==> src/rtl/ucf_pkg.sv <==
package ucf_pkg;

  localparam int MaxDelay = 4096;
  localparam int AddrW    = $clog2(MaxDelay);
  localparam int SampleW  = 16;
  localparam int GainW    = 16;
  localparam int DryW     = 15;
  localparam int LenW     = 13;
  localparam int ProdW    = SampleW + GainW;
  localparam int PaddrW   = 5;
  localparam int PdataW   = 32;

  localparam logic [DryW-1:0] DryMax    = DryW'(16384);
  localparam logic [LenW-1:0] LenMax    = LenW'(MaxDelay);
  localparam logic [LenW-1:0] LenMin    = LenW'(1);
  localparam int              RoundBias = 8192;
  localparam int              FracBits  = 14;

  // Register indexes (byte address divided by four).
  localparam logic [2:0] RegFeedback    = 3'd0;
  localparam logic [2:0] RegFeedforward = 3'd1;
  localparam logic [2:0] RegMix         = 3'd2;
  localparam logic [2:0] RegDry         = 3'd3;
  localparam logic [2:0] RegDelayLen    = 3'd4;

  typedef struct packed {
    logic signed [GainW-1:0] fb;
    logic signed [GainW-1:0] ff;
    logic signed [GainW-1:0] mix;
    logic [DryW-1:0]         dry;
    logic [LenW-1:0]         len;
  } cfg_t;

  typedef struct packed {
    logic signed [SampleW-1:0] x;
    logic signed [SampleW-1:0] xh;
    logic signed [SampleW-1:0] z;
  } mix_in_t;

  function automatic logic signed [SampleW-1:0] sat16(input logic signed [35:0] v);
    logic signed [SampleW-1:0] r;
    if (v > 36'sd32767) begin
      r = 16'sh7fff;
    end else if (v < -36'sd32768) begin
      r = 16'sh8000;
    end else begin
      r = v[SampleW-1:0];
    end
    return r;
  endfunction

endpackage

==> src/rtl/ucf_mix.sv <==
module ucf_mix (
  input  logic                        clk_i,
  input  logic                        rst_ni,
  input  ucf_pkg::cfg_t               cfg_i,
  input  logic                        item_valid_i,
  input  ucf_pkg::mix_in_t            item_i,
  output logic                        item_free_o,
  output logic                        out_valid_o,
  input  logic                        out_ready_i,
  output logic [ucf_pkg::SampleW-1:0] out_sample_o
);
  import ucf_pkg::*;

  logic                      p1_v_q, p2_v_q, out_v_q;
  mix_in_t                   p1_q;
  logic signed [ProdW-1:0]   pff_q, pmix_q, pdry_q;
  logic signed [SampleW-1:0] y_q;

  logic                      out_free, p2_free, p1_free;
  logic                      p1_move, p2_move;
  logic signed [ProdW+1:0]   acc;
  logic signed [SampleW-1:0] y;

  assign out_free = !out_v_q || out_ready_i;
  assign p2_move  = p2_v_q && out_free;
  assign p2_free  = !p2_v_q || out_free;
  assign p1_move  = p1_v_q && p2_free;
  assign p1_free  = !p1_v_q || p2_free;

  assign acc = (ProdW+2)'(pff_q) + (ProdW+2)'(pmix_q) + (ProdW+2)'(pdry_q)
             + (ProdW+2)'(RoundBias);
  assign y   = sat16(36'(acc >>> FracBits));

  always_ff @(posedge clk_i or negedge rst_ni) begin
    if (!rst_ni) begin
      p1_v_q  <= 1'b0;
      p2_v_q  <= 1'b0;
      out_v_q <= 1'b0;
    end else begin
      if (p1_free) p1_v_q <= item_valid_i;
      if (p2_free) p2_v_q <= p1_move;
      if (out_free) out_v_q <= p2_move;
    end
  end

  always_ff @(posedge clk_i) begin
    if (item_valid_i && p1_free) begin
      p1_q <= item_i;
    end
    if (p1_move) begin
      pff_q  <= p1_q.z * cfg_i.ff;
      pmix_q <= p1_q.xh * cfg_i.mix;
      pdry_q <= p1_q.x * $signed({1'b0, cfg_i.dry});
    end
    if (p2_move) begin
      y_q <= y;
    end
  end

  assign item_free_o  = p1_free;
  assign out_valid_o  = out_v_q;
  assign out_sample_o = y_q;

endmodule

==> config.mk <==
export PLATFORM = sky130hd
export DESIGN_NAME = ucf_mix
export DESIGN_NICKNAME = d
export VERILOG_FILES = /design/src/rtl/ucf_pkg.sv /design/src/rtl/ucf_mix.sv
export SDC_FILE = /design/constraint.sdc
export NUM_CORES = 2
export LEC_CHECK = 0
export BUFFER_PORTS_ARGS = -buffer_cell sky130_fd_sc_hd__buf_2
export CORE_AREA = 2 2 278 280
export CTS_CLUSTER_DIAMETER = 200
export DETAILED_ROUTE_END_ITERATION = 12
export DIE_AREA = 0 0 280 282
export SLEW_MARGIN = 5
export SYNTH_ARGS = -nofsm -noshare
export SYNTH_HDL_FRONTEND = slang
export SYNTH_SLANG_ARGS = --single-unit
export TNS_END_PERCENT = 1
==> constraint.sdc <==
create_clock -name clk_i -period 19.7 [get_ports clk_i]
set_input_delay 3.94 -clock clk_i [delete_from_list [all_inputs] [get_ports clk_i]]
set_output_delay 3.94 -clock clk_i [all_outputs]
set_load 0.005 [all_outputs]
Word level (Yosys, flattened, before mapping)
Index checks and enable logic that the tools add are counted.

Word-level logic and storage cells: 28. Output and inout bits: 18. Register bits after elaboration: 163. Input port bits: 128.

Add/subtract/negate cells: 3. $lt $le $gt $ge: 2. Reduce and logical (&&, ||, !) cells: 9. Mux-type cells: 1. Multipliers: 3.

Operator list (count): multiplier 16 x 16 -> 32 bit (3); adder 33 x 32 -> 34 bit (1); adder 34 x 15 -> 34 bit (second input constant) (1); adder 32 x 32 -> 33 bit (1); greater-than comparator 20 x 16 -> 1 bit (second input constant) (1); less-than comparator 20 x 16 -> 1 bit (second input constant) (1); 2-to-1 mux 16 bit (1); logical AND 1 bit (3); zero test 1 bit (3); logical OR 1 bit (3).

Longest topological paths before layout
Depth after elaboration: 5. Gate-level depth with buffers: 25. Depth with buffers taken out: 24.

Worst setup path before layout
Ideal clock, no wire load.

Path kind: input-to-reg. Start point: input port cfg_i[29] in the netlist's numbering. End point: register pmix_q[31], data pin. Buffers on the path: 1. Stages: 20. Library setup time: 259 ps. Data required time: 19441 ps. Arrival time: 9990 ps. Slack: 9451 ps. Cells stage by stage: clkbuf_1 > nand2_1 > inv_1 > fa_1 > fa_1 > fa_1 > fa_1 > fa_1 > inv_1 > fa_1 > inv_1 > ha_1 > or4_1 > a21oi_1 > o21bai_1 > o31a_1 > and4_1 > a2111oi_0 > a21oi_1 > xnor2_1.

Word-level cells in the longest chain between the ends: 1.

Ends and longest elaborated chain: from (decl) (line ucf_mix.sv:4) `input ucf_pkg::cfg_t cfg_i,`; multiplier 16 x 16 -> 32 bit (line ucf_mix.sv:52) `pmix_q <= p1_q.xh * cfg_i.mix;`; to (signal assigned) (line ucf_mix.sv:52); to (decl) (line ucf_mix.sv:16) `logic signed [ProdW-1:0] pff_q, pmix_q, pdry_q;`.

Every way passes these cells. A chain may end at the register's enable or synchronous reset.

Worst setup path in the final report
Ends and elaborated chain as after synthesis.

==> impl_metrics.tcl <==
set metrics [dict create \
    outcome "completed" \
    syn_nets 4830 \
    yosysWarningCount 0 \
    yosys-mux-area-fraction_pct 0.0277 \
    endpoint_kind "flip-flop" \
    start_util_pct 47.8 \
    cp_num_buf_inv 4 \
    synth-seq-cells 163 \
    cts_made_buffers 17 \
    ios 146 \
    grt-ovfl-total 0 \
    synth_xor_area_share_pct 3.05 \
    dr.first_iter.drc_count 1088 \
    layout-drive-gt1-share_pct 4.89 \
    cap_violations 0 \
    nets 4863 \
    layout_commonest_cell "inv_1" \
    ant_nets 0 \
    post-cts-setup-buffers 0 \
    path_class "input port to flip-flop" \
    met1_length_mm 36.0 \
    dr.pass1.iters 5 \
    tritoncts "yes" \
    die_area_sq_um 79000 \
    synthCells 3593 \
    grt_pass1_vias 25358 \
    min_period_ps 10460 \
    htree_levels 4 \
    cp_top_family "adder cells" \
    startpoint_type "input port" \
    vias 23290 \
    wl_met2_mm 36.7 \
    max_freq_mhz 95.6 \
    crit_fanout 16 \
    finalMaxSlewViolations 0 \
    crit_top_cell "fa_1" \
    yosysTopAreaCellShare_pct 44.3 \
    antenna_found_initial 1 \
    synthTopCellsByArea "fa_1 (44%), edfxtp_1 (13%), ha_1 (11%)" \
    coreArea_sq_um 75700 \
    syn_to_final_growth_pct 5.66 \
    diodes 0 \
    slowest_stage "fa_1" \
    synth-simple-area-share_pct 12.9 \
    seq_area_frac_synth_pct 13.5 \
    layout_common_cells "inv_1 (876), fa_1 (801), nand2_1 (397), and2_1 (372), ha_1 (308)" \
    finalHoldViolCount 0 \
    synth_cell_types 64 \
    cts.sinks 163 \
    vias_per_cell 5.04 \
    top_layer "met4" \
    synth_fa_ha_area_share_pct 55.0 \
    routed_wl_mm 76.5 \
    path_clk_slew_ps 70 \
    clkLatencyLatePin_ps 490 \
    port_buffers 116 \
    tns_ps 0 \
    hold_buffers 0 \
    synth_edf_count 160 \
    grtUsageTotal_pct 21.3 \
    crit_required_ps 19940 \
    rsz0062_at_grt "false" \
    regArea_sq_um 4880 \
    cpPeakStageDelay_ps 910 \
    synth_top_family_by_area "adder cells" \
    r2r_cells 19 \
    multiInputGateArea_sq_um 27600 \
    r2r-end "pmix_q[31]" \
    cts.path.max_buffers 2 \
    place_hpwl_mm 63.9 \
    root_buffer "clkbuf_16" \
    worstPathCellList "buf_2 > nand2_1 > inv_1 > fa_1 > fa_1 > fa_1 > fa_1 > fa_1 > inv_1 > fa_1 > inv_1 > ha_1 > or4_1 > a21oi_1 > o21bai_1 > o31a_1 > and4_1 > a2111oi_0 > a21oi_1 > xnor2_1" \
    tightest_slew_ps 894 \
    place_congestion 0.846 \
    grt_pass1_wl_mm 132 \
    synthArstFlopShare_pct 1.84 \
    hp-class "flip-flop to flip-flop" \
    netlist_area_sq_um 36200 \
    synth_flop_cell "edfxtp_1" \
    routedWlPerCell_um 16.6 \
    yosys.area.top_type "fa_1" \
    avgSynthCellArea_sq_um 10.1 \
    post-route-drc-count 0 \
    period_share_pct 53.1 \
    setup_violations 0 \
    synth_compound_area_share_pct 5.37 \
    cts_resized 0 \
    reg2reg_slack_ps 12250 \
    r2r_start "p1_q[31]" \
    slew_headroom_pct 40.4 \
    min_path_cells 1 \
    fillers 7029 \
    worst_hold_path.endpoint "p2_v_q" \
    die_y_um 282 \
    met3RoutedLength_mm 2.77 \
    die_w_um 280 \
    clock_skew_ps 18.2 \
    crit_arrival_ps 10700 \
    hold_path.startpoint "p1_v_q" \
    fin_util_pct 50.5 \
    grt_max_degree 51 \
    num_rows 101 \
]
worst max path at each step:
stage	from	endpoint	slack [ps]	cells past startpoint
floorplan	cfg_i[29]	pmix_q[31]	9450	20
global placement	cfg_i[29]	pmix_q[31]	8790	20
detailed placement	cfg_i[29]	pmix_q[31]	8750	20
CTS	cfg_i[29]	pmix_q[31]	9290	20
global route	cfg_i[29]	pmix_q[31]	8760	20
finish	cfg_i[29]	pmix_q[31]	9240	20
synth_stat cells, types with 5 or more instances:
| master | n |
|---|---|
| inv_1 | 876 |
| nand2b_1 | 15 |
| nor3_1 | 21 |
| or2_2 | 5 |
| nand4_1 | 8 |
| xor2_1 | 36 |
| edfxtp_1 | 160 |
| ha_1 | 308 |
| o31a_1 | 6 |
| a31oi_1 | 7 |
| nand3_1 | 19 |
| nor2b_1 | 6 |
| and2_1 | 374 |
| a21oi_1 | 83 |
| o21a_1 | 11 |
| nand2_1 | 397 |
| o21bai_1 | 15 |
| a21o_1 | 67 |
| fa_1 | 801 |
| a211oi_1 | 8 |
| clkbuf_1 | 100 |
| xnor2_1 | 88 |
| and3_1 | 7 |
| o21ai_0 | 40 |
| nor2_1 | 68 |
area by class of cell:
class | instances | share of cell area, %
flip-flops and latches | 163 | 12.8
clock buffers | 17 | 1.11
multi-input cells | 2450 | 72.2
clock inverters | 15 | 0.547
well taps | 978 | 3.20
inverters | 876 | 8.60
repair buffers | 118 | 1.56
cell families (layout without fill, tap and decap cells):
family,after synthesis,in the layout
flops,163,163
mux,1,1
fa+ha+maj,1109,1109
buf+inv,980,1026
compound gates,282,282
xor+xnor,125,125
simple gates,933,933
routing by layer:
| metal | track usage (%) | up-vias |
|---|---|---|
| met4 | 3.99 | 0 |
| met2 | 35.4 | 411 |
| met5 | 0 | - |
| li1 | - | 10827 |
| met3 | 2.43 | 61 |
| met1 | 30.4 | 11991 |
sequential cells by signal, indices dropped and copies added (netlist names):
signal        count
out_valid_o       1
pdry_q           32
p2_v_q            1
p1_v_q            1
out_sample_o     16
pmix_q           32
pff_q            32
p1_q             48
metrics by stage:
stage / cells / hold WS (ps) / setup WS (ps) / area, sq um
2_1_floorplan: 3593 / 449 / 9450 / 36200
3_3_place_gp: 4585 / 489 / 8790 / 37600
3_5_place_dp: 4585 / 490 / 8750 / 37600
4_1_cts: 4617 / 506 / 9290 / 38200
5_1_grt: 4617 / 518 / 8760 / 38200
6_report: 4617 / 504 / 9240 / 38200
worst register-to-register path, delay by kind of cell, from the launching register on:
family | cells | cell delay (ps)
flip-flops | 1 | 630
AO/OA/AOI/OAI | 5 | 1480
AND/OR/NAND/NOR | 3 | 980
XOR/XNOR | 1 | 170
buffers and inverters | 3 | 200
adder cells (fa/ha/maj) | 7 | 3760
Power is left out: the tool's default activity adds up to more than one toggle a clock period on the data nets, which glitch-free logic cannot reach.
