==> src/rtl/ucf_pkg.sv <==
package ucf_pkg;

  localparam int MaxDelay = 4096;
  localparam int AddrW    = $clog2(MaxDelay);
  localparam int SampleW  = 16;
  localparam int GainW    = 16;
  localparam int DryW     = 15;
  localparam int LenW     = 13;
  localparam int ProdW    = SampleW + GainW;
  localparam int PaddrW   = 5;
  localparam int PdataW   = 32;

  localparam logic [DryW-1:0] DryMax    = DryW'(16384);
  localparam logic [LenW-1:0] LenMax    = LenW'(MaxDelay);
  localparam logic [LenW-1:0] LenMin    = LenW'(1);
  localparam int              RoundBias = 8192;
  localparam int              FracBits  = 14;

  // Register indexes (byte address divided by four).
  localparam logic [2:0] RegFeedback    = 3'd0;
  localparam logic [2:0] RegFeedforward = 3'd1;
  localparam logic [2:0] RegMix         = 3'd2;
  localparam logic [2:0] RegDry         = 3'd3;
  localparam logic [2:0] RegDelayLen    = 3'd4;

  typedef struct packed {
    logic signed [GainW-1:0] fb;
    logic signed [GainW-1:0] ff;
    logic signed [GainW-1:0] mix;
    logic [DryW-1:0]         dry;
    logic [LenW-1:0]         len;
  } cfg_t;

  typedef struct packed {
    logic signed [SampleW-1:0] x;
    logic signed [SampleW-1:0] xh;
    logic signed [SampleW-1:0] z;
  } mix_in_t;

  function automatic logic signed [SampleW-1:0] sat16(input logic signed [35:0] v);
    logic signed [SampleW-1:0] r;
    if (v > 36'sd32767) begin
      r = 16'sh7fff;
    end else if (v < -36'sd32768) begin
      r = 16'sh8000;
    end else begin
      r = v[SampleW-1:0];
    end
    return r;
  endfunction

endpackage

==> src/rtl/ucf_regs.sv <==
module ucf_regs (
  input  logic                      clk_i,
  input  logic                      rst_ni,
  input  logic                      psel,
  input  logic                      penable,
  input  logic                      pwrite,
  input  logic [ucf_pkg::PaddrW-1:0] paddr,
  input  logic [ucf_pkg::PdataW-1:0] pwdata,
  output logic [ucf_pkg::PdataW-1:0] prdata,
  output logic                      pready,
  output ucf_pkg::cfg_t             cfg_o
);
  import ucf_pkg::*;

  cfg_t             cfg_q, cfg_d;
  logic             wr_en;
  logic [2:0]       idx;
  logic [DryW-1:0]  dry_in;
  logic [LenW-1:0]  len_in;

  assign pready = 1'b1;
  assign wr_en  = psel && penable && pwrite;
  assign idx    = paddr[4:2];
  assign dry_in = pwdata[DryW-1:0];
  assign len_in = pwdata[LenW-1:0];

  always_comb begin
    cfg_d = cfg_q;
    if (wr_en) begin
      case (idx)
        RegFeedback:    cfg_d.fb  = pwdata[GainW-1:0];
        RegFeedforward: cfg_d.ff  = pwdata[GainW-1:0];
        RegMix:         cfg_d.mix = pwdata[GainW-1:0];
        RegDry:         cfg_d.dry = (dry_in > DryMax) ? DryMax : dry_in;
        RegDelayLen: begin
          if (len_in < LenMin) begin
            cfg_d.len = LenMin;
          end else if (len_in > LenMax) begin
            cfg_d.len = LenMax;
          end else begin
            cfg_d.len = len_in;
          end
        end
        default: cfg_d = cfg_q;
      endcase
    end
  end

  always_ff @(posedge clk_i or negedge rst_ni) begin
    if (!rst_ni) begin
      cfg_q.fb  <= 16'sd16384;
      cfg_q.ff  <= '0;
      cfg_q.mix <= 16'sd16384;
      cfg_q.dry <= '0;
      cfg_q.len <= LenMin;
    end else begin
      cfg_q <= cfg_d;
    end
  end

  always_comb begin
    case (idx)
      RegFeedback:    prdata = PdataW'(unsigned'(cfg_q.fb));
      RegFeedforward: prdata = PdataW'(unsigned'(cfg_q.ff));
      RegMix:         prdata = PdataW'(unsigned'(cfg_q.mix));
      RegDry:         prdata = PdataW'(cfg_q.dry);
      RegDelayLen:    prdata = PdataW'(cfg_q.len);
      default:        prdata = '0;
    endcase
  end

  assign cfg_o = cfg_q;

endmodule

==> config.mk <==
export PLATFORM = sky130hd
export DESIGN_NAME = ucf_regs
export DESIGN_NICKNAME = d
export VERILOG_FILES = /design/src/rtl/ucf_pkg.sv /design/src/rtl/ucf_regs.sv
export SDC_FILE = /design/constraint.sdc
export NUM_CORES = 1
export LEC_CHECK = 0
export BUFFER_PORTS_ARGS = -buffer_cell sky130_fd_sc_hd__buf_2
export CORE_AREA = 4 4 184 97
export DETAILED_ROUTE_END_ITERATION = 6
export DIE_AREA = 0 0 188 101
export GPL_TIMING_DRIVEN = 0
export PLACE_DENSITY = 0.49
export SKIP_CTS_REPAIR_TIMING = 1
export SLEW_MARGIN = 10
export SYNTH_ARGS = -nofsm -noshare
export SYNTH_HDL_FRONTEND = slang
export SYNTH_SLANG_ARGS = --single-unit
==> constraint.sdc <==
create_clock -name clk_i -period 1.18 [get_ports clk_i]
set_input_delay 0.059 -clock clk_i [delete_from_list [all_inputs] [get_ports clk_i]]
set_output_delay 0.059 -clock clk_i [all_outputs]
set_load 0.05 [all_outputs]
==> After elaboration in Yosys (flattened, before gate mapping) <==
Cells that the tools add are included.
{ "classes": {"n_reduce_logical": 8, "n_mux": 4, "order_cmp": 3, "eq_ne": 4} }
{ "ops": {"columns": ["operator", "count"], "rows": [
  ["$pmux 16 s5", 1],
  ["$mux 13", 2],
  ["$gt 15x15->1 const B", 1],
  ["$mux 15", 1],
  ["$gt 13x13->1 const B", 1],
  ["$lt 13x1->1 const B", 1],
  ["$reduce_and 2->1", 5],
  ["$eq 3x2->1 const B", 2],
  ["$eq 3x1->1 const B", 1],
  ["$eq 3x3->1 const B", 1],
  ["$logic_not 3->1", 1],
  ["$logic_and 1x1->1", 2]
]} }
{ "word_totals": {"word_cells": 24, "in_bits": 42, "register_bits": 76, "output_inout_bits": 109} }

==> Logic depth before layout (Yosys ltp) <==
Gate-level depths: netlist of run 1.
{ "depth": {"ltp_word": 3, "mapped_depth": 6, "depth_no_buf": 3} }

==> Worst setup path before layout of run 1 <==
No wires, ideal clock.
{ "synth_path": {"kind": "register to output", "from": "register cfg_q (netlist bit cfg_o[0])", "to": "output prdata[0] (netlist bit)", "path_slack_ns": -0.605, "path_stages_with_launch": 4, "arrival_ns": 1.726, "path_buffers": 0, "required_time_ns": 1.121, "cell_sequence": "dfstp_2 mux2i_1 a2bb2oi_1 o22ai_1"} }
{ "synth_between": {"elab_chain_len": 1} }
{ "synth_rtl": {"columns": ["item", "line_no", "rtl"], "rows": [
  ["start, declared", "ucf_regs.sv:15", "cfg_t cfg_q, cfg_d;"],
  ["start signal, assigned", "ucf_regs.sv:57", "cfg_q <= cfg_d;"],
  ["$pmux 16 s5", "ucf_regs.sv:62", "case (idx)"],
  ["end, declared", "ucf_regs.sv:9", "output logic [ucf_pkg::PdataW-1:0] prdata,"]
]} }
No other way between the ends.

==> Worst setup path in the final report of run 1 <==
{ "layout_path": {"from": "register cfg_q (netlist bit cfg_o[52])", "to": "output prdata[8] (netlist bit)"} }
Same word-level chain as after synthesis.

==> results of run 1 <==
==> power by group through the flow <==
stage               clock [mW]  sequential, mW  combinational, mW
CTS                       2.79            3.59               4.35
finish                    2.72            3.60               4.66
global route              2.91            3.68               4.88
detailed placement           0            3.64               4.35
floorplan                    0            5.28               1.58
global placement             0            3.62               4.32
==> cells in the mapped netlist (3+ instances only) <==
master and count:
buf_4 17, dfstp_2 3, a22oi_1 23, buf_2 13, nor4_1 3, nor2_1 4, nand2_1 5, mux2_2 39
clkbuf_1 10, o22ai_1 13, dfrtp_1 73, nor2b_1 5, mux2i_1 25, a2bb2oi_1 14, nand3_1 24, o21ai_0 28
buf_6 4, mux2_4 10
==> final timing paths <==
| kind | startpoint | end | slack (ns) | cells past startpoint |
|---|---|---|---|---|
| hold / removal | pwdata[14] | cfg_o[25] | 0.01 | 2 |
| setup reg to reg | cfg_o[61] | cfg_o[61] | 0.28 | 2 |
| hold reg to reg | cfg_o[12] | cfg_o[12] | 0.51 | 1 |
| min in group asynchronous | rst_ni | cfg_o[13] | 0.16 | 2 |
| setup / recovery | cfg_o[52] | prdata[8] | -0.41 | 4 |
| max in group asynchronous | rst_ni | cfg_o[24] | 0.41 | 3 |
==> cells by family (layout without fill, tap and decap cells) <==
| family | after synthesis | after routing | share of synthesized area [%] |
|---|---|---|---|
| buf+inv | 45 | 191 | 7.03 |
| other cells | 2 | 17 | 0.189 |
| mux | 76 | 76 | 22.3 |
| flops | 76 | 76 | 48.0 |
| compound gates | 82 | 82 | 13.8 |
| simple gates | 56 | 56 | 8.67 |
==> layout by cell type, fill, tap and decap left out, types with 21 or more instances in the layout <==
cell,netlist,final
a22oi_1,23,22
buf_2,13,96
buf_4,17,39
buf_6,4,23
dfrtp_2,0,64
mux2_2,39,28
mux2_4,10,21
mux2i_1,25,21
nand3_1,24,23
o21ai_0,28,28
==> worst max-delay path, delay by kind of cell (launching register included) <==
kind | cells | cell delay (ns)
compound gates | 2 | 0.32
mux | 1 | 0.28
flops | 1 | 0.41
buf+inv | 1 | 0.19
==> cell type report <==
cell class | instances | area (um2) | share of cell area [%]
sequential | 76 | 1990 | 33.2
clock inverter | 5 | 52.6 | 0.878
tap | 227 | 284 | 4.74
inverter | 1 | 3.75 | 0.0627
timing repair buffer | 130 | 848 | 14.2
clock buffer | 11 | 233 | 3.89
multi-input combinational | 231 | 2240 | 37.4
buffer | 44 | 339 | 5.66
==> stage by stage <==
stage                     area [um2]  util (%)  instances  TNS [ns]  total power [mW]
after detailed placement        5290      32.8        693    -30.55              7.98
after floorplan                 4410         -        352     -1.36              6.87
final                           5990      37.1        725     -5.17              11.0
after global routing            5990      37.1        725     -5.97              11.5
after global placement          5260      32.6        692    -82.99              7.94
after CTS                       5570      34.5        709    -12.08              10.7
==> per-layer routing <==
metal	up-vias	track usage, %
li1	1539	-
met1	1674	19.6
met2	79	23.7
met3	13	4.12
met4	0	4.17
met5	-	0
==> run metrics, run 1 <==
status finished, violations left; failing checks negative setup slack; Post-Route WL roughly 14 mm; crit-path max cell delay 0.41 ns; area fraction of the dominant cell type after synthesis between 40% and 50%; Cell variety after synth 38; Max Used Layer met4; CTS buffer count 9; Reg power frac approximately 33%; met3 WL 708 um; Clock Sinks 76; post-synthesis sequential area ratio 48.0%; WL met2 6.74 mm; fin crit share 135%; required time of the critical path 1.12 ns; layout cells sized above 1 about 69%; gpl congestion 0.763; HP Class input pin to flop; internal power 6.30 mW; DR WL/cell a little under 20 um; Congestion Overflow GR 0; Mapped Cells 337; H-tree depth 3; hold_ws 0.0140 ns; TritonCTS clock tree done; sw power 4.68 mW; Largest register FFs 76; Mapped Area 3970 um2; Comb pwr share 42.4%; met1 wire length between 6 and 7 mm; pre-CTS setup slack -0.681 ns; I/O pin total 151; Syn. warnings 0; Worst-Margin Slew 0.577 ns; # setup viols final 17; MaxCap Viol Count 0; EDFF count, synth 0; Setup CP Type flop to primary output; Core Region 16100 um2; clk slew on worst S/H paths roughly 0.06 ns; Vias 3305; Worst setup EP type primary output; vias per cell 4.56; Buffers on Ports 113; top post-synthesis cells by area dfrtp_1, mux2_2, mux2i_1; cell breakdown of the critical path mux2_4, a22oi_2, o22ai_4, buf_6; clock root buffer clkbuf_16; diode count 0; Starting Density 24.6%; unrepaired setup endpoints after global routing yes; die width approximately 190 um; switching portion of total power 42.7%; max-slew violation count 0; ANT nets after route 0; largest fanout on the critical path 3; dpl hpwl 10.4 mm; f_max 0.628 GHz; final hold vios 0; die height 101 um; FF+latch count, synth 76; VDD IR max 783 uV; startpoint types flop; Clock Skew 0 ns; first-pass GRT wire length 21.2 mm; DR iter-0 viols 172; Critical Path AT 1.53 ns; area grow syn2layout 50.9%; clk buf depth 2; initial antenna violation count 0; largest net degree at the start of global routing 57; Overall Global Routing Usage approximately 15%; relative slew slack roughly three fifths; die area 19000 um2; Async SR Flop Fraction between 90% and 100%; Filler cells between 1.5k and 2k; leakage power 2.74 nW; fin crit period 1.59 ns; final net count 535; pwr/cell area 1830 nW/um2; worst skew pair latency 0.33 ns; worst setup margin -0.414 ns; row count 33; DRC 0; CP max-delay cell dfrtp_2; clock power share between 20% and 30%; Main synth FF type dfrtp_1; Syn Area/Cell 11.8 um2; drt pass-1 iters 4; area leader, netlist dfrtp_1; vias in the first global route approximately 3.4k
No activity file was read; power rests on OpenSTA's default activity.
==> run 2, diff against run 1 <==
--- a/config.mk
+++ b/config.mk
@@ -10,7 +10,6 @@
 export DETAILED_ROUTE_END_ITERATION = 6
 export DIE_AREA = 0 0 188 101
 export GPL_TIMING_DRIVEN = 0
-export PLACE_DENSITY = 0.49
 export SKIP_CTS_REPAIR_TIMING = 1
 export SLEW_MARGIN = 10
 export SYNTH_ARGS = -nofsm -noshare
==> constraint.sdc (replaced) <==
create_clock -name clk_i -period 1.7 [get_ports clk_i]
set_input_delay 0.085 -clock clk_i [delete_from_list [all_inputs] [get_ports clk_i]]
set_output_delay 0.085 -clock clk_i [all_outputs]
set_load 0.05 [all_outputs]
==> run 2 against run 1 <==
Effect of this change: the run now ends clean; combinational power decreased by 39%; clock power decreased by 39%; sequential power decreased by 32%; non-clock buffer count decreased by 15; total power decreased by 37%; worst hold slack improved by 0.0018 ns; critical endpoint is now prdata[14]; largest power group unchanged.
==> run metrics, run 2 (synthesis results as in run 1) <==
Hold Path Depth 2; sw power 3.06 mW; layout cells sized above 1 49.2%; relative slew slack 59.4%; Setup CP Type flop to primary output; grt met1 use 16.1%; drt pass-1 iters 4; Buffers on Ports around 110; clock root buffer clkbuf_16; TritonCTS clock tree done; final net count 520; hold path startpoint pwdata[15]; fin cells 709; status complete, no violations; Comb pwr share 40.9%; Vias 3307; flop2flop setup slack 0.88 ns; DR WL/cell 18.2 um; initial antenna violation count 0; I/O pin total 151; f_max 0.605 GHz; area grow syn2layout 32.9%; switching portion of total power a little over two fifths; first-pass GRT wire length 19.4 mm; reg2reg start cfg_o[0]; # setup viols final 0; leakage power 2.65 nW; largest fanout on the critical path 3; final core utilization 32.7%; clock power share about 24%; ANT nets after route 0; Worst-Margin Slew 0.609 ns; Clock Sinks 76; vias per cell roughly 4.7; most common cell after layout, fill and taps aside buf_2; die width 188 um; Post-Route WL 12.9 mm; met3 Track Usage GR 2.32%; Multi-input gate area 1920 um2; CTS buffer count 9; H-tree depth 3; dpl hpwl approximately 9.5 mm; largest net degree at the start of global routing 62; Overall Global Routing Usage 13.2%; Reg2Reg Depth 2; diode count 0; DR iter-0 viols 202; Worst setup EP type primary output; fin crit share 97.3%; Filler cells about 1.6k; Critical Path AT 1.57 ns; max-slew violation count 0; clk slew on worst S/H paths ~0.060 ns; Storage cell area 1910 um2; most frequent cells in the layout buf_2, dfrtp_1, mux2_2, o21ai_0, mux2i_1; MaxCap Viol Count 0; VDD IR max ~460 uV; Reg power frac 35.0%; Worst R2R End cfg_o[0]; startpoint types flop; internal power 3.90 mW; grt peak-use layer met2; final hold vios 0; required time of the critical path approximately 1.6 ns; die height 101 um; DRC 0; pwr/cell area 1320 nW/um2; Largest register FFs between 70 and 80; Starting Density about 25%; gpl congestion 0.834; DP Cell Count 693; Congestion Overflow GR 0; vias in the first global route approximately 3.3k; WHS Endpoint cfg_o[75]; Clock Skew 0 ns; unrepaired setup endpoints after global routing no; HP Class input pin to flop; GR met2 Demand/Resource 23.5%; Core Region 16100 um2; worst skew pair latency around 0.32 ns; row count 33; fin crit period 1.65 ns; die area 19000 um2; clk buf depth 2
run 2: changes by cell type in the layout (fill, tap and decap cells not counted), sizes merged:
cell / change
clkinvlp: -1
bufinv: -1
dlygate4sd3: -1
clkbuf: +6
buf: -19
run 2: how the worst max path moves through the flow:
stage | cells after the start | slack, ns | end | startpoint
final | 3 | 0.05 | prdata[14] | cfg_o[27]
after global routing | 4 | 0.005 | prdata[3] | cfg_o[3]
after CTS | 7 | -0.20 | prdata[4] | paddr[4]
after detailed placement | 7 | -0.20 | prdata[4] | paddr[4]
after global placement | 7 | -0.15 | prdata[3] | paddr[4]
after floorplan | 3 | -0.09 | prdata[7] | cfg_o[7]
run 2: layer usage:
layer,routed length [um],up-vias
met5,0,-
met4,229,0
met3,549,19
met2,6740,94
met1,5400,1676
li1,-,1518
run 2: stage by stage:
step	hold slack, ns	worst slack, ns	area (um2)	total power [mW]	TNS [ns]
2_1_floorplan	-0.211	-0.0877	4100	4.55	-0.175
6_report	0.0158	0.0467	5270	6.96	0
4_1_cts	-0.384	-0.199	5230	6.98	-1.16
5_1_grt	0.0248	0.00530	5270	7.23	0
3_3_place_gp	0.348	-0.153	4950	5.28	-2.34
3_5_place_dp	-0.0389	-0.200	4980	5.31	-1.37
run 2: final cells by class:
| cell class | instances | share of cell area [%] |
|---|---|---|
| multi-input combinational | 231 | 36.5 |
| sequential | 76 | 36.2 |
| timing repair buffer | 115 | 11.5 |
| buffer | 44 | 5.63 |
| tap | 227 | 5.39 |
| clock buffer | 12 | 4.49 |
| clock inverter | 3 | 0.285 |
| inverter | 1 | 0.0712 |
run 2: critical path, stage by stage, from the launching register on:
cell and delay, ns:
dfrtp_1 0.41, mux4_2 0.47, nor2b_2 0.16, buf_2 0.21
run 2: power groups by stage:
stage	Clock (mW)	Sequential [mW]	Combinational, mW
2_1_floorplan	0	3.60	0.949
3_3_place_gp	0	2.46	2.82
3_5_place_dp	0	2.47	2.85
4_1_cts	1.69	2.44	2.85
5_1_grt	1.77	2.48	2.98
6_report	1.67	2.44	2.85
==> run 3, diff against run 2 <==
--- a/config.mk
+++ b/config.mk
@@ -10,6 +10,7 @@
 export DETAILED_ROUTE_END_ITERATION = 6
 export DIE_AREA = 0 0 188 101
 export GPL_TIMING_DRIVEN = 0
+export HOLD_SLACK_MARGIN = 0.12
 export SKIP_CTS_REPAIR_TIMING = 1
 export SLEW_MARGIN = 10
 export SYNTH_ARGS = -nofsm -noshare
==> run 3 against run 2 <==
Effect of this change: maximum frequency decreased by 0.22%; register-to-register slack about the same; sequential share of layout area is 0.54 points lower; critical path depth unchanged; count of clock-buffer cells in the layout unchanged; final cell count up 1.1%; clock power is essentially flat; global-route usage did not move; core utilization rose by 0.50 points.
==> run metrics, run 3 (synthesis results as in run 1) <==
Core Region 16100 um2; vias in the first global route about 3.3k; largest net degree at the start of global routing 62; Crit. Startpoint cfg_o[27]; I/O pin total around 150; die area 19000 um2; CTS buffer count 9; DRC 0; Vias about 3.3k; Worst setup EP type primary output; final hold vios 0; Overall Global Routing Usage 13.2%; Filler cells approximately 1.6k; Critical Path AT 1.57 ns; first-pass GRT wire length 19.4 mm; Worst-Margin Slew approximately 0.6 ns; clock root buffer clkbuf_16; Worst Path Buf+Inv 1; H-tree depth 3; Setup CP Type flop to primary output; gpl congestion 0.834; clk buf depth 2; final net count 528; worst skew pair latency 0.32 ns; cell breakdown of the critical path mux4_2, nor2b_2, buf_2; fin crit period 1.66 ns; dpl hpwl around 9.5 mm; status complete, no violations; vias per cell 4.63; f_max 0.604 GHz; fin cells 717; worst setup margin 0.0431 ns; pre-CTS setup slack -0.200 ns; unrepaired setup endpoints after global routing no; die width between 150 and 200 um; crit-path max cell delay 0.47 ns; placed inst area around 5000 um2; layout cells sized above 1 approximately half; die height 101 um; PnR Total Power between 6 and 7 mW; most frequent cells in the layout buf_2, dfrtp_1, mux2_2, o21ai_0, mux2i_1; HP Class input pin to flop; reg2reg start cfg_o[0]; relative slew slack 59.8%; area grow syn2layout 34.9%; diode count 0; CP max-delay cell mux4_2; row count 33; Largest register FFs 76; fin area approximately 5400 um2; TritonCTS clock tree done; drt pass-1 iters 4; largest fanout on the critical path 3; most common cell after layout, fill and taps aside buf_2; Congestion Overflow GR 0; max-slew violation count 0; startpoint types flop; MaxCap Viol Count 0; VDD IR max about 460 uV; # setup viols final 0; pwr/cell area approximately 1300 nW/um2; leakage power 2.68 nW; DR WL/cell 18.2 um; Buffers on Ports 113; DR iter-0 viols 206; DP Cell Count 693; Post-Route WL ~13 mm; Clock Sinks 76; initial antenna violation count 0; hold path startpoint pwdata[0]; required time of the critical path around 1.6 ns; Starting Density 24.6%; ANT nets after route 0; fin crit share 97.5%; Clock Skew 0 ns; delay-heaviest family, CP multiplexers; clk slew on worst S/H paths 0.06 ns
[run 3: cell count changes in the layout (fill, tap and decap cells not counted), sizes merged]
cell         before  now
dlygate4sd3       1    9
[run 3: routing by layer]
metal | vias to the layer above | GRT usage, % | part of all wire [%]
met5 | - | 0 | 0
met4 | 0 | 5.19 | 2.0
met3 | 20 | 2.32 | 5.2
met2 | 104 | 23.5 | 52
met1 | 1662 | 16.1 | 41
li1 | 1531 | - | -
[run 3: power breakdown]
group          leakage, nW  total, mW  switching, mW  internal, mW
logic                 1.58       2.86           2.08         0.780
registers            0.974       2.44          0.279          2.16
clock network        0.126       1.67          0.697         0.974
total                 2.68       6.97           3.06          3.91
[run 3: path summary, 6_finish.rpt]
check                             endpoint  slack [ns]  cells past startpoint
max in group asynchronous         cfg_o[0]        0.92                      3
worst min register to register   cfg_o[64]        0.53                      1
min in group asynchronous        cfg_o[64]        0.17                      2
worst max-delay path            prdata[14]        0.04                      3
worst max register to register    cfg_o[0]        0.89                      2
worst min-delay path              cfg_o[0]        0.09                      3
[run 3: through the flow]
stage	TNS (ns)	hold slack, ns	util [%]
final	0	0.0892	33.1
after global routing	0	0.121	33.1
after CTS	-1.16	-0.384	32.4
after detailed placement	-1.37	-0.0389	30.8
after global placement	-2.34	0.348	30.6
after floorplan	-0.175	-0.211	-
[run 3: tightest hold or removal path: stages]
cell,delay [ns]
buf_2,0.15
nor2_1,0.10
o31ai_1,0.07
[run 3: cell type report]
| class | instances | area (um2) | area share, % |
|---|---|---|---|
| plain buffers | 44 | 297 | 5.54 |
| clock inverters | 3 | 15.0 | 0.281 |
| multi-input cells | 231 | 1920 | 35.9 |
| inverters | 1 | 3.75 | 0.0701 |
| well taps | 227 | 284 | 5.31 |
| clock buffers | 12 | 236 | 4.42 |
| repair buffers | 123 | 688 | 12.9 |
| flip-flops and latches | 76 | 1910 | 35.6 |
